### src/rtfmt_pkg.sv
package rtfmt_pkg;

  localparam int unsigned TABLE_DEPTH = 16;
  localparam int unsigned IDX_W = (TABLE_DEPTH > 1) ? $clog2(TABLE_DEPTH) : 1;
  localparam int unsigned CNT_W = $clog2(TABLE_DEPTH + 1);
  localparam int unsigned COUNT_OUT_W = 5;

  typedef enum logic {
    REQ_ADD    = 1'b0,
    REQ_LOOKUP = 1'b1
  } req_type_e;

  typedef struct packed {
    logic        req_type;
    logic [63:0] token_high;
    logic [63:0] token_low;
  } req_t;

  typedef struct packed {
    logic                   matched;
    logic                   evicted;
    logic [COUNT_OUT_W-1:0] entry_count;
  } rsp_t;

endpackage

### src/reset_token_fifo_match_table_core.sv
// reset token match table
// keeps up to TABLE_DEPTH 128-bit tokens in a ring; each request is an add
// or a lookup of one token
// input channel: in_valid_i / in_ready_o with an rtfmt_pkg::req_t beat
// output channel: out_valid_o / out_ready_i with an rtfmt_pkg::rsp_t beat,
// exactly one response beat per request beat
// every request walks all TABLE_DEPTH slots through one 128-bit comparator,
// one slot per cycle, whatever the fill level, so timing does not depend on
// the token or the hit position
// the response is registered once the scan has passed every slot and the
// ST_LAST step has settled the result; a new request is taken only after the
// response to the last one has been taken, so requests never overlap, and the
// pace is set by the slot scan through the single table read port
// in_ready_o is high only while the block is idle and its response register
// is empty, so a stalled receiver holds the block with the response steady
// reset empties the table (count and oldest pointer cleared); the token
// store itself is not cleared, slots are only compared once written
module reset_token_fifo_match_table_core (
  input  logic               clk_i,
  input  logic               rst_ni,
  input  logic               in_valid_i,
  output logic               in_ready_o,
  input  rtfmt_pkg::req_t    in_req_i,
  output logic               out_valid_o,
  input  logic               out_ready_i,
  output rtfmt_pkg::rsp_t    out_rsp_o
);
  import rtfmt_pkg::*;

  localparam logic [1:0] ST_IDLE = 2'd0;
  localparam logic [1:0] ST_SCAN = 2'd1;
  localparam logic [1:0] ST_LAST = 2'd2;

  localparam logic [IDX_W-1:0] LAST_IDX   = IDX_W'(TABLE_DEPTH - 1);
  localparam logic [CNT_W-1:0] FULL_COUNT = CNT_W'(TABLE_DEPTH);

  logic [63:0] mem_hi [TABLE_DEPTH];
  logic [63:0] mem_lo [TABLE_DEPTH];

  logic [1:0]       state_q, state_d;
  req_t             req_q;
  logic [IDX_W-1:0] idx_q, idx_d;
  logic [IDX_W-1:0] addr_q, addr_d;
  logic [CNT_W-1:0] count_q, count_d;
  logic [IDX_W-1:0] oldest_q, oldest_d;
  logic             hit_q, hit_d;
  logic             cmp_v_q, cmp_v_d;
  logic [63:0]      rd_hi_q, rd_lo_q;
  logic             out_valid_q, out_valid_d;
  rsp_t             out_q, out_d;

  logic             cur_match;
  logic             hit_now;
  logic             do_write;
  logic [IDX_W-1:0] wr_slot;
  logic [CNT_W:0]   app_sum;
  logic [CNT_W+COUNT_OUT_W-1:0] cnt_ext;

  assign in_ready_o  = (state_q == ST_IDLE) && !out_valid_q;
  assign out_valid_o = out_valid_q;
  assign out_rsp_o   = out_q;

  assign cur_match = cmp_v_q && (rd_hi_q == req_q.token_high) && (rd_lo_q == req_q.token_low);
  assign hit_now   = hit_q | cur_match;
  assign do_write  = (state_q == ST_LAST) && (req_q.req_type == REQ_ADD) && !hit_now;

  // slot after the newest entry
  assign app_sum = {1'b0, CNT_W'(oldest_q)} + {1'b0, count_q};

  always_comb begin
    if (count_q == FULL_COUNT) begin
      wr_slot = oldest_q;
    end else if (app_sum >= (CNT_W + 1)'(TABLE_DEPTH)) begin
      wr_slot = IDX_W'(app_sum - (CNT_W + 1)'(TABLE_DEPTH));
    end else begin
      wr_slot = IDX_W'(app_sum);
    end
  end

  always_comb begin
    state_d     = state_q;
    idx_d       = idx_q;
    addr_d      = addr_q;
    count_d     = count_q;
    oldest_d    = oldest_q;
    hit_d       = hit_q;
    cmp_v_d     = 1'b0;
    out_valid_d = out_valid_q;
    out_d       = out_q;
    cnt_ext     = '0;

    if (out_valid_q && out_ready_i) begin
      out_valid_d = 1'b0;
    end

    case (state_q)
      ST_IDLE: begin
        if (in_valid_i && in_ready_o) begin
          state_d = ST_SCAN;
          idx_d   = '0;
          addr_d  = oldest_q;
          hit_d   = 1'b0;
        end
      end
      ST_SCAN: begin
        hit_d   = hit_now;
        cmp_v_d = {{(CNT_W - IDX_W){1'b0}}, idx_q} < count_q;
        addr_d  = (addr_q == LAST_IDX) ? '0 : addr_q + 1'b1;
        if (idx_q == LAST_IDX) begin
          state_d = ST_LAST;
        end else begin
          idx_d = idx_q + 1'b1;
        end
      end
      ST_LAST: begin
        out_d.matched = hit_now;
        out_d.evicted = 1'b0;
        if (do_write) begin
          if (count_q == FULL_COUNT) begin
            oldest_d      = (oldest_q == LAST_IDX) ? '0 : oldest_q + 1'b1;
            out_d.evicted = 1'b1;
          end else begin
            count_d = count_q + 1'b1;
          end
        end
        cnt_ext           = {{COUNT_OUT_W{1'b0}}, count_d};
        out_d.entry_count = cnt_ext[COUNT_OUT_W-1:0];
        out_valid_d       = 1'b1;
        state_d           = ST_IDLE;
      end
      default: begin
        state_d = ST_IDLE;
      end
    endcase
  end

  always_ff @(posedge clk_i or negedge rst_ni) begin
    if (!rst_ni) begin
      state_q     <= ST_IDLE;
      idx_q       <= '0;
      addr_q      <= '0;
      count_q     <= '0;
      oldest_q    <= '0;
      hit_q       <= 1'b0;
      cmp_v_q     <= 1'b0;
      out_valid_q <= 1'b0;
    end else begin
      state_q     <= state_d;
      idx_q       <= idx_d;
      addr_q      <= addr_d;
      count_q     <= count_d;
      oldest_q    <= oldest_d;
      hit_q       <= hit_d;
      cmp_v_q     <= cmp_v_d;
      out_valid_q <= out_valid_d;
    end
  end

  always_ff @(posedge clk_i) begin
    if (in_valid_i && in_ready_o) begin
      req_q <= in_req_i;
    end
    out_q <= out_d;
  end

  // token store, one read port for the scan and one write port
  always_ff @(posedge clk_i) begin
    if (do_write) begin
      mem_hi[wr_slot] <= req_q.token_high;
      mem_lo[wr_slot] <= req_q.token_low;
    end
    rd_hi_q <= mem_hi[addr_q];
    rd_lo_q <= mem_lo[addr_q];
  end

endmodule
### config.mk
export PLATFORM = sky130hd
export DESIGN_NAME = reset_token_fifo_match_table_core
export DESIGN_NICKNAME = d
export VERILOG_FILES = /design/src/rtfmt_pkg.sv /design/src/reset_token_fifo_match_table_core.sv
export SDC_FILE = /design/constraint.sdc
export NUM_CORES = 2
export LEC_CHECK = 0
export BUFFER_PORTS_ARGS = -buffer_cell sky130_fd_sc_hd__buf_2
export CELL_PAD_IN_SITES_DETAIL_PLACEMENT = 1
export CELL_PAD_IN_SITES_GLOBAL_PLACEMENT = 2
export CORE_MARGIN = 2
export CORE_UTILIZATION = 40
export DETAILED_ROUTE_END_ITERATION = 7
export GPL_TIMING_DRIVEN = 0
export PLACE_DENSITY_LB_ADDON = 0.1
export SYNTH_ARGS = -nofsm -noshare
export SYNTH_HDL_FRONTEND = slang
export SYNTH_SLANG_ARGS = --single-unit
### constraint.sdc
create_clock -name clk_i -period 17.1 [get_ports clk_i]
set_input_delay 3.42 -clock clk_i [delete_from_list [all_inputs] [get_ports clk_i]]
set_output_delay 3.42 -clock clk_i [all_outputs]
set_load 0.02 [all_outputs]
Yosys cells after proc, flatten, opt, wreduce, memory -nomap -nowiden
Memories as Yosys holds them, arrays and structs flattened. A register that Yosys moved wholly into a read port is not among the register bits. Cells that the tools add are included.

Memory bits (writable): 2048. Memories: 2. Register bits: 158.

Memory list: mem_hi (words 16, bits a word 64, read ports 1, clocked after Yosys merged registers in 1, write ports 1, RTL line reset_token_fifo_match_table_core.sv:37) `logic [63:0] mem_hi [TABLE_DEPTH];`; mem_lo (words 16, bits a word 64, read ports 1, clocked after Yosys merged registers in 1, write ports 1, RTL line reset_token_fifo_match_table_core.sv:38) `logic [63:0] mem_lo [TABLE_DEPTH];`.

Bitwise gates (word level): 2. $lt $le $gt $ge: 2. Add/subtract/negate cells: 6. Reductions and logical operators: 16. Multiplexer cells: 22. Eq/ne operators: 11.

Operators by type and width (number): 64-bit == test (2); 4-bit two-way mux (7); 4-bit case mux with 2 select lines (2); 4-bit by 1-bit adder with 4-bit output, second input constant (3); 4-bit == test, second input constant (3); 5-bit two-way mux (2); 1-bit logical AND (7); 1-bit two-way mux (7); 4-bit by 5-bit adder with 6-bit output (1); 6-bit by 5-bit >= comparator with 1-bit output, second input constant (1); 3-bit AND reduction (2); 5-bit by 1-bit adder with 5-bit output, second input constant (1); 5-bit == test, second input constant (1); 4-bit by 5-bit < comparator with 1-bit output (1); 2-bit two-way mux (2); 2-bit inequality test, second input constant (2); 2-bit case mux with 2 select lines (1); 2-bit AND reduction (2); 2-bit nonzero test (2); 4-bit by 1-bit subtractor with 4-bit output, second input constant (1); 2-bit by 1-bit == test with 1-bit output, second input constant (1); 2-bit == test, second input constant (1); 1-bit logical NOT (2); 2-bit logical NOT (1); other kinds (4) (4).

Depth between registers and ports, before layout
Depth after elaboration: 8. Gate-level depth with buffers: 9. Mapped depth without buffers: 8.

Worst setup path before layout
Ideal clock, no wire load.

Path type: reg-to-reg. Start: reg req_q[57] in the netlist's numbering. End: mem mem_hi[12][0], enable pin. Clock period less this slack: 14.808 ns. Data arrival time: 13.879 ns. Data required time: 16.171 ns. Path buffers: 2. Stages on the path, launching flop included: 10. Slack: 2.292 ns. Cell sequence: edfxtp_1 nand2b_1 o2111ai_1 a2111oi_0 nand4_1 nor4_2 or2_2 buf_2 buf_4 nor4_1.

Longest elaborated chain between the ends: 7.

Ends and longest elaborated chain: start: declaration (RTL line reset_token_fifo_match_table_core.sv:41) `req_t req_q;`; start signal: assignment (RTL line reset_token_fifo_match_table_core.sv:161) `req_q <= in_req_i;`; 64-bit == test (RTL line reset_token_fifo_match_table_core.sv:63) `assign cur_match = cmp_v_q && (rd_hi_q == req_q.token_high) && (rd_lo_q == req_q.token_low);`; 1-bit logical AND (RTL line reset_token_fifo_match_table_core.sv:63); 1-bit OR (RTL line reset_token_fifo_match_table_core.sv:64) `assign hit_now = hit_q | cur_match;`; named net hit_now (RTL line reset_token_fifo_match_table_core.sv:53) `logic hit_now;`; 1-bit logical NOT (RTL line reset_token_fifo_match_table_core.sv:65) `assign do_write = (state_q == ST_LAST) && (req_q.req_type == REQ_ADD) && !hit_now;`; 1-bit logical AND (RTL line reset_token_fifo_match_table_core.sv:65); 1-bit two-way mux (RTL line reset_token_fifo_match_table_core.sv:168) `if (do_write) begin`; 1-bit two-way mux (implied by the code) (RTL line reset_token_fifo_match_table_core.sv:169) `mem_hi[wr_slot] <= req_q.token_high;`; end: declaration (RTL line reset_token_fifo_match_table_core.sv:37).

The timed path passes the listed nets, and every way through them passes these cells.

Final worst setup path
Start: reg req_q[124] in the netlist's numbering. End: mem mem_hi[15][42], enable pin.

Longest elaborated chain between the ends: 8.

Ends and longest elaborated chain (RTL line): 64-bit == test (reset_token_fifo_match_table_core.sv:63); 1-bit logical AND (2 in series) (reset_token_fifo_match_table_core.sv:63); 1-bit OR (reset_token_fifo_match_table_core.sv:64); named net hit_now (reset_token_fifo_match_table_core.sv:53); 1-bit logical NOT (reset_token_fifo_match_table_core.sv:65); 1-bit logical AND (reset_token_fifo_match_table_core.sv:65); 1-bit two-way mux (reset_token_fifo_match_table_core.sv:168); 1-bit two-way mux (implied by the code) (reset_token_fifo_match_table_core.sv:169).

The timed path passes the listed nets, and every way through them passes these cells.

==> impl_metrics.env <==
export IMPL_fin_crit_ps=6660
export IMPL_fp_coreArea_um2=215000
export IMPL_worst_path_max_fanout=17
export IMPL_antenna_found_initial=16
export IMPL_cts_root_buf="clkbuf_16"
export IMPL_drc_errors=0
export IMPL_hold_viol=0
export IMPL_fmax_ghz=0.150
export IMPL_final_setup_skew_ps=53.2
export IMPL_cts_tree="done"
export IMPL_synth_seq_cells=2334
export IMPL_maxCapViolations=0
export IMPL_drv_slew=0
export IMPL_grt_pass1_wl_mm=349
export IMPL_place_congestion=0.728
export IMPL_cts_buffer_depth=3
export IMPL_insertion_delay_ps=900
export IMPL_ff_latch_area_um2=68700
export IMPL_hold_ws_ps=582
export IMPL_cts_resized_gates=0
export IMPL_finalSetupViolations=0
export IMPL_reg2reg_from="req_q[124]$_DFFE_PP_"
export IMPL_syn_cell_area_um2=86400
export IMPL_synth_top_cell_area_share=0.759
export IMPL_synth_area_per_cell_um2=24.3
export IMPL_grt_ovfl_total=0
export IMPL_wl_mm=249
export IMPL_power_total_mw=16.0
export IMPL_final_common_cell="edfxtp_1"
export IMPL_worst_slew_margin_rel=0.0652
export IMPL_worstMarginPinSlew_ps=1390
export IMPL_dr_pass1_iters=5
export IMPL_crit_top_cell="buf_4"
export IMPL_multiInputGateArea_um2=17000
export IMPL_arrival_ps=7280
export IMPL_ys_flop_type="edfxtp_1"
export IMPL_ys_types=53
export IMPL_viasPerCell=5.52
export IMPL_power_density_nw_per_um2=156
export IMPL_io_pins=142
export IMPL_start_util=0.403
export IMPL_end_kind="flip-flop"
export IMPL_synth_area_leader_cell="edfxtp_1"
export IMPL_nFillCells=19200
export IMPL_ctsHtreeMaxLevel=4
export IMPL_reg2reg_depth=17
export IMPL_postRouteAntennaNets=0
export IMPL_cts_buffers=239
export IMPL_vias=41100
export IMPL_startpoint="req_q[124]$_DFFE_PP_"
export IMPL_crit_path_start_kind="flip-flop"
export IMPL_fin_setup_tns_ps=0
export IMPL_fp_dieArea_um2=220000
export IMPL_holdCritPathClass="reg -> reg"
export IMPL_cts_hold_fix_buffers=0
export IMPL_portBuffers=141
export IMPL_yosysWarnings=0
export IMPL_rsz0062_at_grt="false"
export IMPL_postCtsSetupRepairBufs=0
export IMPL_path_buf_inv=10
export IMPL_cp_slowest_cell="xnor2_1"
export IMPL_peakVddDrop_uv=106
export IMPL_synthTopCellsByArea="edfxtp_1 76%, mux4_2 16%, dfxtp_1 3.0%"
export IMPL_worstPathRequired_ps=17730
export IMPL_grt_pass1_vias=43300
export IMPL_drive_gt1_frac=0.356
export IMPL_r2r_end="mem_hi[15][42]$_DFFE_PP_"
export IMPL_critical_path_class="reg -> reg"
export IMPL_syn_inst=3556
export IMPL_final_cell_mix="2,184 x edfxtp_1, 622 x mux4_2, 389 x buf_4"
export IMPL_worst_path_stages=17
export IMPL_first_iter_violations=4181
export IMPL_grtUsageTotal=0.230
export IMPL_r2r_setup_slack_ps=10440
export IMPL_hpwl_mm=175
export IMPL_synth_yosys_seq_area_share=0.795
export IMPL_cp_endpoint="mem_hi[15][42]$_DFFE_PP_"
export IMPL_synthArstFlopShare=0.00943
export IMPL_final_area_um2=102000
export IMPL_fin_nets=4528
export IMPL_areaGrowthSynthToFinish_pct=18.2
export IMPL_grt_max_degree=52
export IMPL_cts_sinks=2334
export IMPL_cp_cell_sequence="xnor2_1 -> nand4_1 -> nor2_1 -> nand4_1 -> nor4_2 -> or2_2 -> buf_2 -> buf_4 -> nor4_2 -> buf_4 -> buf_4 -> buf_4 -> buf_4 -> buf_4 -> buf_4 -> buf_4 -> buf_4"
export IMPL_placed_cell_area_um2=94400
export IMPL_status="complete, no violations"
export IMPL_die_y_um=469
export IMPL_wire_per_inst_um=33.5
export IMPL_synth_fp_nets=3701
export IMPL_die_x_um=469
export IMPL_rows=170
export IMPL_crit_path_max_incr_delay_ps=1170
export IMPL_path_clk_slew_ps=60
export IMPL_p_leak_nw=33.2
export IMPL_layout_worst_path_cycle_share=0.389
export IMPL_synth_edf_count=2184
export IMPL_path_delay_family="simple AND/OR/NAND/NOR gates"
through the flow:
| stage | cells | util | worst slack, ps |
|---|---|---|---|
| after global routing | 7440 | 0.476 | 10310 |
| after floorplan | 3556 | - | 2290 |
| final | 7441 | 0.476 | 10440 |
| after CTS | 7439 | 0.476 | 10310 |
| after global placement | 6535 | 0.422 | -20100 |
| after detailed placement | 6980 | 0.440 | 10340 |
metal layers:
metal	up-vias	track usage	wire, µm
li1	16900	-	-
met1	22800	0.332	112000
met2	1109	0.375	121000
met3	273	0.0323	11400
met4	0	0.0461	4710
met5	-	0	0
layout make-up:
type                       count  area share
buffer                       159     0.00660
clock buffer                 336      0.0648
timing repair buffer         586      0.0422
tap                         2838      0.0348
antenna                        2   0.0000490
sequential                  2334       0.673
inverter                      34     0.00130
clock inverter               123      0.0110
multi-input combinational   1029       0.167
cell usage after synthesis, types with 3 or more instances:
| library cell | n |
|---|---|
| o221ai_1 | 3 |
| o21ai_0 | 7 |
| ha_1 | 11 |
| nand4_1 | 24 |
| a211oi_1 | 18 |
| edfxtp_1 | 2184 |
| a2111o_1 | 8 |
| mux2i_1 | 15 |
| nor2_1 | 15 |
| nand2b_1 | 16 |
| buf_1 | 24 |
| nor2b_1 | 32 |
| a31oi_1 | 10 |
| xnor2_1 | 94 |
| nand3_1 | 10 |
| mux4_2 | 622 |
| dfrtp_1 | 22 |
| nor4_1 | 26 |
| a21oi_1 | 18 |
| xor2_1 | 8 |
| o2111ai_1 | 4 |
| nor3_1 | 6 |
| and2_1 | 13 |
| inv_1 | 33 |
| clkbuf_1 | 91 |
| buf_2 | 41 |
| o22ai_1 | 6 |
| dfxtp_1 | 128 |
| nand2_1 | 33 |
| o31ai_1 | 3 |
| buf_4 | 3 |
report_power, final:
group          total (mW)  switching (mW)  internal (mW)
Sequential           6.94           0.313           6.62
Combinational        3.89            2.20           1.69
Clock                5.16            2.25           2.91
Total                16.0            4.76           11.2
worst min-delay path by stage:
| stage | from | end | slack, ps | depth (start not counted) |
|---|---|---|---|---|
| 2_1_floorplan | count_q[4]$_DFFE_PN0P_ | count_q[4]$_DFFE_PN0P_ | 510 | 1 |
| 3_3_place_gp | count_q[4]$_DFFE_PN0P_ | count_q[4]$_DFFE_PN0P_ | 560 | 1 |
| 3_5_place_dp | count_q[4]$_DFFE_PN0P_ | count_q[4]$_DFFE_PN0P_ | 570 | 1 |
| 4_1_cts | count_q[4]$_DFFE_PN0P_ | count_q[4]$_DFFE_PN0P_ | 580 | 1 |
| 5_1_grt | count_q[4]$_DFFE_PN0P_ | count_q[4]$_DFFE_PN0P_ | 610 | 1 |
| 6_report | count_q[4]$_DFFE_PN0P_ | count_q[4]$_DFFE_PN0P_ | 580 | 1 |
state kept, by name, summed over array words and instances (netlist names), 4 cells and up:
signal	flops
rd_hi_q	64
idx_q	4
count_q	5
out_rsp_o	7
mem_lo	1024
rd_lo_q	64
addr_q	4
mem_hi	1024
oldest_q	4
req_q	129
worst reg2reg max path: stages (launching register included):
cell      delay, ps
edfxtp_1        610
xnor2_1        1170
nand4_1         410
nor2_1          540
nand4_1         210
nor4_2         1050
or2_2           270
buf_2           240
buf_4           250
nor4_2          120
buf_4           250
buf_4           190
buf_4           190
buf_4           180
buf_4           180
buf_4           180
buf_4           190
buf_4           190
logic make-up after synthesis:
family          synth area share
buf+inv                  0.00911
fa+ha+maj                0.00182
flops                      0.795
xor+xnor                  0.0103
compound gates           0.00721
mux                        0.164
simple gates              0.0122
No activity file was read; power rests on OpenSTA's default activity.
